[src/sv/crs_pkg.sv]
// Shared types, codes and defaults for the command schedule retry sequencer.
package crs_pkg;

  localparam int DEF_QUEUE_DEPTH = 16;

  localparam int WORD_W    = 16;
  localparam int TIME_W    = 32;
  localparam int CNT_W     = 4;
  localparam int CMD_W     = 3;
  localparam int CFG_IDX_W = 3;
  localparam int ENTRY_W   = 2 * WORD_W;

  localparam logic [CMD_W-1:0] CMD_APPEND   = 3'd0;
  localparam logic [CMD_W-1:0] CMD_POLL     = 3'd1;
  localparam logic [CMD_W-1:0] CMD_RESPONSE = 3'd2;
  localparam logic [CMD_W-1:0] CMD_SENT     = 3'd3;
  localparam logic [CMD_W-1:0] CMD_RESET    = 3'd4;

  localparam logic [CFG_IDX_W-1:0] CFG_START_CODE  = 3'd0;
  localparam logic [CFG_IDX_W-1:0] CFG_END_CODE    = 3'd1;
  localparam logic [CFG_IDX_W-1:0] CFG_ACK_MASK    = 3'd2;
  localparam logic [CFG_IDX_W-1:0] CFG_TIMEOUT_MS  = 3'd3;
  localparam logic [CFG_IDX_W-1:0] CFG_MAX_RESEND  = 3'd4;
  localparam logic [CFG_IDX_W-1:0] CFG_MAX_RESTART = 3'd5;

  localparam logic [WORD_W-1:0] DEF_START_CODE  = 16'd255;
  localparam logic [WORD_W-1:0] DEF_END_CODE    = 16'd254;
  localparam logic [WORD_W-1:0] DEF_ACK_MASK    = 16'd256;
  localparam logic [WORD_W-1:0] DEF_TIMEOUT_MS  = 16'd1000;
  localparam logic [CNT_W-1:0]  DEF_MAX_RESEND  = 4'd3;
  localparam logic [CNT_W-1:0]  DEF_MAX_RESTART = 4'd3;

  typedef enum logic [2:0] {
    PH_EMPTY     = 3'd0,
    PH_SCHEDULED = 3'd1,
    PH_SEND      = 3'd2,
    PH_SENT      = 3'd3,
    PH_ERROR     = 3'd4
  } phase_t;

  typedef struct packed {
    logic [WORD_W-1:0] start_code;
    logic [WORD_W-1:0] end_code;
    logic [WORD_W-1:0] ack_mask;
    logic [WORD_W-1:0] timeout_ms;
    logic [CNT_W-1:0]  max_resend;
    logic [CNT_W-1:0]  max_restart;
  } cfg_t;

  typedef struct packed {
    phase_t            phase;
    logic [TIME_W-1:0] start_time;
    logic [CNT_W-1:0]  resend_cnt;
    logic [CNT_W-1:0]  restart_cnt;
    logic              in_config;
    logic [WORD_W-1:0] tail_cmd;
  } ctl_t;

endpackage

[src/sv/command_schedule_retry_sequencer.sv]
// Data path: the input transfer loads the input register; a step then updates the state
//   registers once the result slot is free, and the result is valid after that update.
// Throughput: one item per cycle while results are taken; the state update is combinational
//   logic from the input register into the state registers and the registered queue bank read.
// Reset (rst_n, synchronous, active low): queue empty, counters and timer zero, phase empty,
//   configuration registers to defaults; queue contents are not cleared.
module command_schedule_retry_sequencer #(
  parameter int QUEUE_DEPTH = crs_pkg::DEF_QUEUE_DEPTH,
  localparam int PW         = $clog2(QUEUE_DEPTH + 1)
) (
  input  logic                           clk,
  input  logic                           rst_n,
  input  logic                           in_valid,
  output logic                           in_ready,
  input  logic [crs_pkg::CMD_W-1:0]      in_command,
  input  logic [crs_pkg::WORD_W-1:0]     in_cmd_word,
  input  logic [crs_pkg::WORD_W-1:0]     in_sub_word,
  input  logic [crs_pkg::TIME_W-1:0]     in_time_now,
  output logic                           out_valid,
  input  logic                           out_ready,
  output logic [2:0]                     out_sched_state,
  output logic [crs_pkg::WORD_W-1:0]     out_active_cmd,
  output logic [crs_pkg::WORD_W-1:0]     out_active_sub,
  output logic [PW-1:0]                  out_active_index,
  output logic [PW-1:0]                  out_queued_count,
  output logic                           out_config_active,
  input  logic                           cfg_we,
  input  logic [crs_pkg::CFG_IDX_W-1:0]  cfg_index,
  input  logic [crs_pkg::WORD_W-1:0]     cfg_wdata
);

  crs_pkg::cfg_t               cfg_r;
  logic                        item_valid_r;
  logic [crs_pkg::CMD_W-1:0]   item_cmd_r;
  logic [crs_pkg::WORD_W-1:0]  item_cw_r;
  logic [crs_pkg::WORD_W-1:0]  item_sw_r;
  logic [crs_pkg::TIME_W-1:0]  item_t_r;
  logic                        out_valid_r;
  logic                        step_go;

  logic [PW-1:0]               fill_r;
  logic [PW-1:0]               pos_r;
  crs_pkg::ctl_t               ctl_r;
  logic [PW-1:0]               fill_nxt;
  logic [PW-1:0]               pos_nxt;
  crs_pkg::ctl_t               ctl_nxt;

  logic                        we_even;
  logic [PW-1:0]               pos_even;
  logic [crs_pkg::ENTRY_W-1:0] data_even;
  logic                        we_odd;
  logic [PW-1:0]               pos_odd;
  logic [crs_pkg::ENTRY_W-1:0] data_odd;
  logic [crs_pkg::ENTRY_W-1:0] act_word;

  assign step_go  = item_valid_r && (!out_valid_r || out_ready);
  assign in_ready = !item_valid_r || step_go;

  always_ff @(posedge clk) begin
    if (!rst_n) begin
      cfg_r.start_code  <= crs_pkg::DEF_START_CODE;
      cfg_r.end_code    <= crs_pkg::DEF_END_CODE;
      cfg_r.ack_mask    <= crs_pkg::DEF_ACK_MASK;
      cfg_r.timeout_ms  <= crs_pkg::DEF_TIMEOUT_MS;
      cfg_r.max_resend  <= crs_pkg::DEF_MAX_RESEND;
      cfg_r.max_restart <= crs_pkg::DEF_MAX_RESTART;
    end else if (cfg_we) begin
      case (cfg_index)
        crs_pkg::CFG_START_CODE:  cfg_r.start_code  <= cfg_wdata;
        crs_pkg::CFG_END_CODE:    cfg_r.end_code    <= cfg_wdata;
        crs_pkg::CFG_ACK_MASK:    cfg_r.ack_mask    <= cfg_wdata;
        crs_pkg::CFG_TIMEOUT_MS:  cfg_r.timeout_ms  <= cfg_wdata;
        crs_pkg::CFG_MAX_RESEND:  cfg_r.max_resend  <= cfg_wdata[crs_pkg::CNT_W-1:0];
        crs_pkg::CFG_MAX_RESTART: cfg_r.max_restart <= cfg_wdata[crs_pkg::CNT_W-1:0];
        default: begin
        end
      endcase
    end
  end

  always_ff @(posedge clk) begin
    if (!rst_n) begin
      item_valid_r <= 1'b0;
    end else if (in_valid && in_ready) begin
      item_valid_r <= 1'b1;
    end else if (step_go) begin
      item_valid_r <= 1'b0;
    end
  end

  always_ff @(posedge clk) begin
    if (in_valid && in_ready) begin
      item_cmd_r <= in_command;
      item_cw_r  <= in_cmd_word;
      item_sw_r  <= in_sub_word;
      item_t_r   <= in_time_now;
    end
  end

  always_ff @(posedge clk) begin
    if (!rst_n) begin
      out_valid_r <= 1'b0;
    end else if (step_go) begin
      out_valid_r <= 1'b1;
    end else if (out_ready) begin
      out_valid_r <= 1'b0;
    end
  end

  // state changes only on a step, and a step needs the result slot free, so it also
  // serves as the result register
  always_ff @(posedge clk) begin
    if (!rst_n) begin
      fill_r            <= '0;
      pos_r             <= '0;
      ctl_r.phase       <= crs_pkg::PH_EMPTY;
      ctl_r.start_time  <= '0;
      ctl_r.resend_cnt  <= '0;
      ctl_r.restart_cnt <= '0;
      ctl_r.in_config   <= 1'b0;
      ctl_r.tail_cmd    <= '0;
    end else if (step_go) begin
      fill_r <= fill_nxt;
      pos_r  <= pos_nxt;
      ctl_r  <= ctl_nxt;
    end
  end

  crs_step #(
    .DEPTH (QUEUE_DEPTH),
    .PW    (PW)
  ) u_step (
    .item_cmd  (item_cmd_r),
    .item_cw   (item_cw_r),
    .item_sw   (item_sw_r),
    .item_t    (item_t_r),
    .cfg       (cfg_r),
    .fill      (fill_r),
    .pos       (pos_r),
    .ctl       (ctl_r),
    .act_cmd   (act_word[crs_pkg::ENTRY_W-1:crs_pkg::WORD_W]),
    .fill_nxt  (fill_nxt),
    .pos_nxt   (pos_nxt),
    .ctl_nxt   (ctl_nxt),
    .we_even   (we_even),
    .pos_even  (pos_even),
    .data_even (data_even),
    .we_odd    (we_odd),
    .pos_odd   (pos_odd),
    .data_odd  (data_odd)
  );

  crs_qmem #(
    .DEPTH (QUEUE_DEPTH),
    .PW    (PW)
  ) u_qmem (
    .clk       (clk),
    .we_even   (we_even && step_go),
    .pos_even  (pos_even),
    .data_even (data_even),
    .we_odd    (we_odd && step_go),
    .pos_odd   (pos_odd),
    .data_odd  (data_odd),
    .rd_en     (step_go),
    .rd_pos    (pos_nxt),
    .rd_word   (act_word)
  );

  assign out_valid         = out_valid_r;
  assign out_sched_state   = ctl_r.phase;
  assign out_active_cmd    = act_word[crs_pkg::ENTRY_W-1:crs_pkg::WORD_W];
  assign out_active_sub    = act_word[crs_pkg::WORD_W-1:0];
  assign out_active_index  = pos_r;
  assign out_queued_count  = fill_r;
  assign out_config_active = ctl_r.in_config;

endmodule

[src/sv/crs_qmem.sv]
// Command queue storage: even/odd banks, one write each, registered read with bypass.
module crs_qmem #(
  parameter int DEPTH = crs_pkg::DEF_QUEUE_DEPTH,
  parameter int PW    = $clog2(DEPTH + 1)
) (
  input  logic                         clk,
  input  logic                         we_even,
  input  logic [PW-1:0]                pos_even,
  input  logic [crs_pkg::ENTRY_W-1:0]  data_even,
  input  logic                         we_odd,
  input  logic [PW-1:0]                pos_odd,
  input  logic [crs_pkg::ENTRY_W-1:0]  data_odd,
  input  logic                         rd_en,
  input  logic [PW-1:0]                rd_pos,
  output logic [crs_pkg::ENTRY_W-1:0]  rd_word
);

  localparam int BANK_DEPTH = (DEPTH + 1) / 2;
  localparam int BANK_AW    = (BANK_DEPTH > 1) ? $clog2(BANK_DEPTH) : 1;

  logic [crs_pkg::ENTRY_W-1:0] bank_even [BANK_DEPTH];
  logic [crs_pkg::ENTRY_W-1:0] bank_odd  [BANK_DEPTH];

  logic [BANK_AW-1:0]          idx_even;
  logic [BANK_AW-1:0]          idx_odd;
  logic [BANK_AW-1:0]          idx_rd;
  logic [crs_pkg::ENTRY_W-1:0] even_q_r;
  logic [crs_pkg::ENTRY_W-1:0] odd_q_r;
  logic                        sel_odd_r;

  assign idx_even = pos_even[BANK_AW:1];
  assign idx_odd  = pos_odd[BANK_AW:1];
  assign idx_rd   = rd_pos[BANK_AW:1];

  always_ff @(posedge clk) begin
    if (we_even) begin
      bank_even[idx_even] <= data_even;
    end
    if (we_odd) begin
      bank_odd[idx_odd] <= data_odd;
    end
    if (rd_en) begin
      sel_odd_r <= rd_pos[0];
      even_q_r  <= (we_even && idx_even == idx_rd) ? data_even : bank_even[idx_rd];
      odd_q_r   <= (we_odd && idx_odd == idx_rd) ? data_odd : bank_odd[idx_rd];
    end
  end

  assign rd_word = sel_odd_r ? odd_q_r : even_q_r;

endmodule

[src/sv/crs_step.sv]
// Next-state logic for one item: append, poll with retry/restart, response, sent, reset.
module crs_step #(
  parameter int DEPTH = crs_pkg::DEF_QUEUE_DEPTH,
  parameter int PW    = $clog2(DEPTH + 1)
) (
  input  logic [crs_pkg::CMD_W-1:0]    item_cmd,
  input  logic [crs_pkg::WORD_W-1:0]   item_cw,
  input  logic [crs_pkg::WORD_W-1:0]   item_sw,
  input  logic [crs_pkg::TIME_W-1:0]   item_t,
  input  crs_pkg::cfg_t                cfg,
  input  logic [PW-1:0]                fill,
  input  logic [PW-1:0]                pos,
  input  crs_pkg::ctl_t                ctl,
  input  logic [crs_pkg::WORD_W-1:0]   act_cmd,
  output logic [PW-1:0]                fill_nxt,
  output logic [PW-1:0]                pos_nxt,
  output crs_pkg::ctl_t                ctl_nxt,
  output logic                         we_even,
  output logic [PW-1:0]                pos_even,
  output logic [crs_pkg::ENTRY_W-1:0]  data_even,
  output logic                         we_odd,
  output logic [PW-1:0]                pos_odd,
  output logic [crs_pkg::ENTRY_W-1:0]  data_odd
);

  always_comb begin : step_p
    logic                        at_tail;
    logic                        app;
    logic                        inc;
    logic                        exec_end;
    logic [crs_pkg::WORD_W-1:0]  app_c;
    logic [crs_pkg::WORD_W-1:0]  app_s;
    logic [crs_pkg::TIME_W-1:0]  deadline;

    fill_nxt  = fill;
    pos_nxt   = pos;
    ctl_nxt   = ctl;
    we_even   = 1'b0;
    pos_even  = fill;
    data_even = '0;
    we_odd    = 1'b0;
    pos_odd   = fill;
    data_odd  = '0;
    app       = 1'b0;
    inc       = 1'b0;
    exec_end  = 1'b0;
    app_c     = item_cw;
    app_s     = item_sw;
    at_tail   = (fill != '0) && (pos >= fill - 1'b1);
    deadline  = ctl.start_time + {{(crs_pkg::TIME_W - crs_pkg::WORD_W){1'b0}}, cfg.timeout_ms};

    case (item_cmd)
      crs_pkg::CMD_APPEND: begin
        app = 1'b1;
      end
      crs_pkg::CMD_POLL: begin
        case (ctl.phase)
          crs_pkg::PH_SCHEDULED: begin
            ctl_nxt.start_time  = item_t;
            ctl_nxt.resend_cnt  = '0;
            ctl_nxt.restart_cnt = '0;
          end
          crs_pkg::PH_SENT: begin
            if (item_t > deadline) begin
              if (ctl.resend_cnt < cfg.max_resend) begin
                ctl_nxt.start_time = item_t;
                ctl_nxt.resend_cnt = ctl.resend_cnt + 1'b1;
                ctl_nxt.phase      = crs_pkg::PH_SEND;
              end else if (ctl.restart_cnt < cfg.max_restart) begin
                pos_nxt             = '0;
                ctl_nxt.start_time  = item_t;
                ctl_nxt.resend_cnt  = '0;
                ctl_nxt.restart_cnt = ctl.restart_cnt + 1'b1;
                ctl_nxt.phase       = crs_pkg::PH_SCHEDULED;
              end else begin
                fill_nxt            = '0;
                pos_nxt             = '0;
                ctl_nxt.start_time  = item_t;
                ctl_nxt.resend_cnt  = '0;
                ctl_nxt.restart_cnt = '0;
                ctl_nxt.phase       = crs_pkg::PH_ERROR;
              end
            end
          end
          crs_pkg::PH_EMPTY: begin
            if (at_tail && ctl.in_config) begin
              app   = 1'b1;
              app_c = cfg.end_code;
              app_s = '0;
            end else if (at_tail) begin
              fill_nxt            = '0;
              pos_nxt             = '0;
              ctl_nxt.start_time  = item_t;
              ctl_nxt.resend_cnt  = '0;
              ctl_nxt.restart_cnt = '0;
              ctl_nxt.phase       = crs_pkg::PH_EMPTY;
            end
          end
          default: begin
          end
        endcase
      end
      crs_pkg::CMD_RESPONSE: begin
        if (item_cw == (act_cmd | cfg.ack_mask)) begin
          if (item_cw == (cfg.start_code | cfg.ack_mask)) begin
            ctl_nxt.in_config = 1'b1;
          end else if (item_cw == (cfg.end_code | cfg.ack_mask)) begin
            ctl_nxt.in_config = 1'b0;
          end
          if (at_tail && ctl_nxt.in_config) begin
            app   = 1'b1;
            app_c = cfg.end_code;
            app_s = '0;
            inc   = 1'b1;
          end else if (at_tail) begin
            fill_nxt            = '0;
            pos_nxt             = '0;
            ctl_nxt.start_time  = item_t;
            ctl_nxt.resend_cnt  = '0;
            ctl_nxt.restart_cnt = '0;
            ctl_nxt.phase       = crs_pkg::PH_EMPTY;
          end else begin
            inc = 1'b1;
          end
        end
      end
      crs_pkg::CMD_SENT: begin
        if (ctl.phase == crs_pkg::PH_SCHEDULED || ctl.phase == crs_pkg::PH_SEND) begin
          ctl_nxt.start_time = item_t;
          ctl_nxt.phase      = crs_pkg::PH_SENT;
          ctl_nxt.in_config  = 1'b1;
        end
      end
      crs_pkg::CMD_RESET: begin
        fill_nxt            = '0;
        pos_nxt             = '0;
        ctl_nxt.start_time  = item_t;
        ctl_nxt.resend_cnt  = '0;
        ctl_nxt.restart_cnt = '0;
        ctl_nxt.phase       = crs_pkg::PH_EMPTY;
      end
      default: begin
      end
    endcase

    // append: error when full, else trailing config-end handling, implicit config-start, then the entry
    if (app) begin
      if (fill_nxt >= PW'(DEPTH)) begin
        fill_nxt            = '0;
        pos_nxt             = '0;
        ctl_nxt.start_time  = item_t;
        ctl_nxt.resend_cnt  = '0;
        ctl_nxt.restart_cnt = '0;
        ctl_nxt.phase       = crs_pkg::PH_ERROR;
      end else begin
        if (fill_nxt == '0) begin
          exec_end = (app_c != cfg.start_code);
        end else if (ctl_nxt.tail_cmd == cfg.end_code) begin
          exec_end = (pos_nxt == fill_nxt - 1'b1) &&
                     (ctl_nxt.phase != crs_pkg::PH_SCHEDULED) &&
                     (app_c != cfg.start_code);
          fill_nxt = fill_nxt - 1'b1;
        end
        if (exec_end) begin
          if (fill_nxt[0]) begin
            we_odd   = 1'b1;
            pos_odd  = fill_nxt;
            data_odd = {cfg.start_code, {crs_pkg::WORD_W{1'b0}}};
          end else begin
            we_even   = 1'b1;
            pos_even  = fill_nxt;
            data_even = {cfg.start_code, {crs_pkg::WORD_W{1'b0}}};
          end
          if (ctl_nxt.phase == crs_pkg::PH_EMPTY) begin
            ctl_nxt.phase = crs_pkg::PH_SCHEDULED;
          end
          fill_nxt         = fill_nxt + 1'b1;
          ctl_nxt.tail_cmd = cfg.start_code;
        end
        if (fill_nxt[0]) begin
          we_odd   = 1'b1;
          pos_odd  = fill_nxt;
          data_odd = {app_c, app_s};
        end else begin
          we_even   = 1'b1;
          pos_even  = fill_nxt;
          data_even = {app_c, app_s};
        end
        if (ctl_nxt.phase == crs_pkg::PH_EMPTY) begin
          ctl_nxt.phase = crs_pkg::PH_SCHEDULED;
        end
        fill_nxt         = fill_nxt + 1'b1;
        ctl_nxt.tail_cmd = app_c;
      end
    end

    // advance to the next entry after an acknowledged command
    if (inc) begin
      pos_nxt       = pos_nxt + 1'b1;
      ctl_nxt.phase = crs_pkg::PH_SCHEDULED;
      if (pos_nxt >= PW'(DEPTH)) begin
        fill_nxt            = '0;
        pos_nxt             = '0;
        ctl_nxt.start_time  = item_t;
        ctl_nxt.resend_cnt  = '0;
        ctl_nxt.restart_cnt = '0;
        ctl_nxt.phase       = crs_pkg::PH_EMPTY;
      end
    end
  end

endmodule
[config.mk]
export PLATFORM = sky130hd
export DESIGN_NAME = command_schedule_retry_sequencer
export DESIGN_NICKNAME = d
export VERILOG_FILES = /design/src/sv/crs_pkg.sv /design/src/sv/command_schedule_retry_sequencer.sv /design/src/sv/crs_qmem.sv /design/src/sv/crs_step.sv
export SDC_FILE = /design/constraint.sdc
export NUM_CORES = 2
export LEC_CHECK = 0
export ABC_AREA = 1
export BUFFER_PORTS_ARGS = -buffer_cell sky130_fd_sc_hd__buf_4
export CORE_ASPECT_RATIO = 0.6
export CORE_MARGIN = 3
export CORE_UTILIZATION = 40
export DETAILED_ROUTE_END_ITERATION = 7
export GPL_TIMING_DRIVEN = 0
export PLACE_DENSITY = 0.57
export SLEW_MARGIN = 40
export SYNTH_ARGS = -nofsm -noshare
export SYNTH_HDL_FRONTEND = slang
export SYNTH_SLANG_ARGS = --single-unit
[constraint.sdc]
create_clock -name clk -period 9 [get_ports clk]
set_input_delay 0.9 -clock clk [delete_from_list [all_inputs] [get_ports clk]]
set_output_delay 0.9 -clock clk [all_outputs]
set_load 0.03 [all_outputs]
==> flow_metrics.py <==
metrics = {
    "sta": {
        "slew_violations": 0,
        "skew_ns": 0.0265,
        "rsz0062_at_grt": "true",
        "fin_hold_ws_ns": 0.388,
        "setup_slack_ns": 0.319,
        "tightest_slew_ns": 1.01,
        "slew_headroom_pct": 32.8,
        "fin_crit_ns": 8.68,
        "setup_viol": 0,
        "min_period_over_period_pct": 96.5,
        "finalHoldViolCount": 0,
        "max_freq_mhz": 115,
    },
    "layout": {
        "final_cell_mix": "1312 x nand2_1, 644 x edfxtp_1, 352 x nand3_1, 299 x a21oi_1, 253 x inv_1",
        "drive_gt1_share_pct": 14.8,
        "stdcell_count": 6094,
        "final_common_cell": "nand2_1",
        "final_nets": 4881,
        "final_util_pct": 49.2,
        "syn2layout_area_growth_pct": 20.5,
    },
    "clock_network": {
        "cts_tree": "done",
        "clkLatencyLatePin_ns": 0.69,
        "cts_sinks": 788,
        "cts-root-buf": "clkbuf_16",
        "cts.clk_slew.worst_paths_ns": 0.08,
        "cts.path.max_buffers": 3,
        "htree_levels": 3,
        "cts_buffers": 78,
    },
    "synthesis": {
        "synth-seq-cells": 788,
        "postSynthNetCount": 4546,
        "avgSynthCellArea_um2": 9.05,
        "synth-xor-area-share_pct": 1.72,
        "synthArstFlopShare_pct": 0,
        "syn_area_um2": 39700,
        "synth_compound_area_share_pct": 12.9,
        "synth-main-ff-cell": "edfxtp_1",
        "yosys.area_share.simple_pct": 21.6,
        "synth_edf_count": 644,
        "synth-seq-area-share_pct": 56.0,
        "synth-warning-count": 0,
        "synth_fa_ha_area_share_pct": 2.19,
        "synthMuxAreaShare_pct": 0.0284,
        "synthCells": 4386,
        "ys_types": 50,
        "synth_top_family_by_area": "simple AND/OR/NAND/NOR gates",
    },
    "die": {
        "die-area_um2": 103000,
        "rows": 88,
        "die_y_um": 250,
        "die_width_um": 413,
        "ioPinCount": 139,
        "coreArea_um2": 97200,
        "initial_core_util_pct": 40.8,
    },
    "flow_run": {
        "drv_cap": 0,
    },
    "outcome": {
        "status": "complete, no violations",
    },
    "routing": {
        "vias": 35600,
        "route.detailed.drc": 0,
        "final_antenna_net_count": 0,
        "viasPerCell": 5.84,
        "routed_wl_um": 156000,
        "wl_per_cell_um": 25.6,
        "first_pass_iters": 7,
        "first_iter_violations": 5641,
    },
    "place": {
        "pre_cts_ws_ns": -3.02,
        "finalWeightedCongestion": 1.02,
        "post-place-cells": 5877,
        "io_buffers": 138,
        "place_hpwl_um": 116000,
    },
    "critical_path": {
        "cp_max_fo": 10,
        "critical-path-slowest-cell": "nor2_2",
        "cp.required_ns": 9.56,
        "critPathMaxStageDelay_ns": 0.47,
        "cp-end-kind": "flip-flop",
        "crit_type": "reg2reg",
        "critPathLaunchType": "flip-flop",
        "arrival_ns": 9.24,
    },
    "global_route": {
        "grt_pass1_wl_um": 223000,
        "grt-ovfl-total": 0,
        "grt_start_max_net_pins": 49,
        "grt_pass1_vias": 31600,
        "grt_usage_pct": 29.3,
        "antenna_found_initial": 2,
    },
    "min_path": {
        "hp-class": "in2reg",
    },
    "pwr": {
        "vdd_drop_max_v": 0.000148,
        "cellLeakagePower_uw": 0.0184,
        "pwr_density_cell_nw_per_um2": 189,
    },
}
-- state kept, by name, summed over array words and instances (netlist names) --
| register | count |
|---|---|
| item_cw_r | 16 |
| u_qmem.bank_odd | 256 |
| cfg_r | 72 |
| u_qmem.bank_even | 256 |
| ctl_r | 56 |
| u_qmem.even_q_r | 32 |
| u_qmem.odd_q_r | 32 |
| out_active_index | 5 |
| out_config_active | 1 |
| out_valid | 1 |
| item_valid_r | 1 |
| out_sched_state | 3 |
| item_t_r | 32 |
| item_cmd_r | 3 |
| item_sw_r | 16 |
| out_queued_count | 5 |
| u_qmem.sel_odd_r | 1 |
-- critical path, delay by kind of cell, from the launching register on --
| family | cells | cell delay [ns] |
|---|---|---|
| compound gates | 5 | 0.64 |
| xor+xnor | 1 | 0.17 |
| fa+ha+maj | 5 | 1.47 |
| buf+inv | 7 | 1.28 |
| flops | 1 | 0.38 |
| simple gates | 36 | 4.56 |
-- per-layer routing --
metal / vias up / routed length [um] / global-route usage (%)
li1: 16000 / - / -
met1: 17100 / 72200 / 48.3
met3: 182 / 24800 / 11.2
met5: - / 111 / 0
met2: 2328 / 56200 / 35.0
met4: 4 / 2640 / 5.56
-- Yosys cell counts, types with 16 or more instances --
library cell	n	area (um^2)
nand2_1	1335	5010
edfxtp_1	644	19300
nand3_1	358	1790
a21oi_1	304	1520
inv_1	258	968
nor2_1	249	935
o21ai_0	248	1240
dfxtp_1	144	2880
clkbuf_1	138	518
buf_2	91	455
o211ai_1	79	593
nand4_1	72	450
ha_1	68	851
xor2_1	68	596
o2111ai_1	54	473
a32o_1	32	320
o32ai_1	24	210
a221oi_1	22	193
o221ai_1	19	166
inv_2	17	63.8
nand2_2	17	106
clkinv_1	16	60.1
-- worst paths after layout --
check	cells after the start	startpoint	slack (ns)	end
max	54	ctl_r[25]$_SDFFE_PN0P_	0.32	u_qmem.even_q_r[13]$_DFFE_PP_
max reg2reg	54	ctl_r[25]$_SDFFE_PN0P_	0.32	u_qmem.even_q_r[13]$_DFFE_PP_
min reg2reg	2	cfg_r[4]$_SDFFE_PN1P_	0.46	cfg_r[4]$_SDFFE_PN1P_
min	1	in_cmd_word[14]	0.39	item_cw_r[14]$_DFFE_PP_
-- area by class of cell --
type | instances | area (um^2)
fillers | 9062 | 49400
flip-flops and latches | 788 | 22200
clock inverters | 38 | 492
plain buffers | 253 | 1300
diodes | 3 | 7.51
well taps | 1305 | 1630
repair buffers | 255 | 2590
clock buffers | 107 | 2110
multi-input cells | 3054 | 16400
inverters | 291 | 1110
-- report_power, final --
part | total (uW) | switching [uW] | internal, uW | leakage [uW]
combinational | 1490 | 1060 | 432 | 0.0103
clock | 3420 | 1510 | 1900 | 0.00126
sequential | 4140 | 79.6 | 4060 | 0.00681
total | 9040 | 2650 | 6390 | 0.0184
-- per-stage QoR --
stage               setup TNS [ns]  power [uW]  area, um^2
CTS                              0        8970       47000
floorplan                        0        4930       39700
global route                 -3.46        9320       47800
finish                           0        9040       47800
detailed placement        -2650.80        5540       43800
global placement          -4874.29        5470       42400
-- repair_timing --
action	4_1_cts	5_1_grt
resized for setup	106	147
hold buffers	0	0
cloned	0	0
endpoints found under the setup margin	1155	1117
pin swaps	19	43
buffers inserted	26	43
-- cells by family (layout without fill, tap and decap cells) --
family                   Yosys count  after routing
adder cells (fa/ha/maj)           69             69
buffers and inverters            544            944
AND/OR/NAND/NOR                 2069           2069
flip-flops                       788            788
multiplexers                       1              1
other                              0              3
AO/OA/AOI/OAI                    837            837
XOR/XNOR                          78             78
Note: power is estimated with default switching activity, not from simulation.
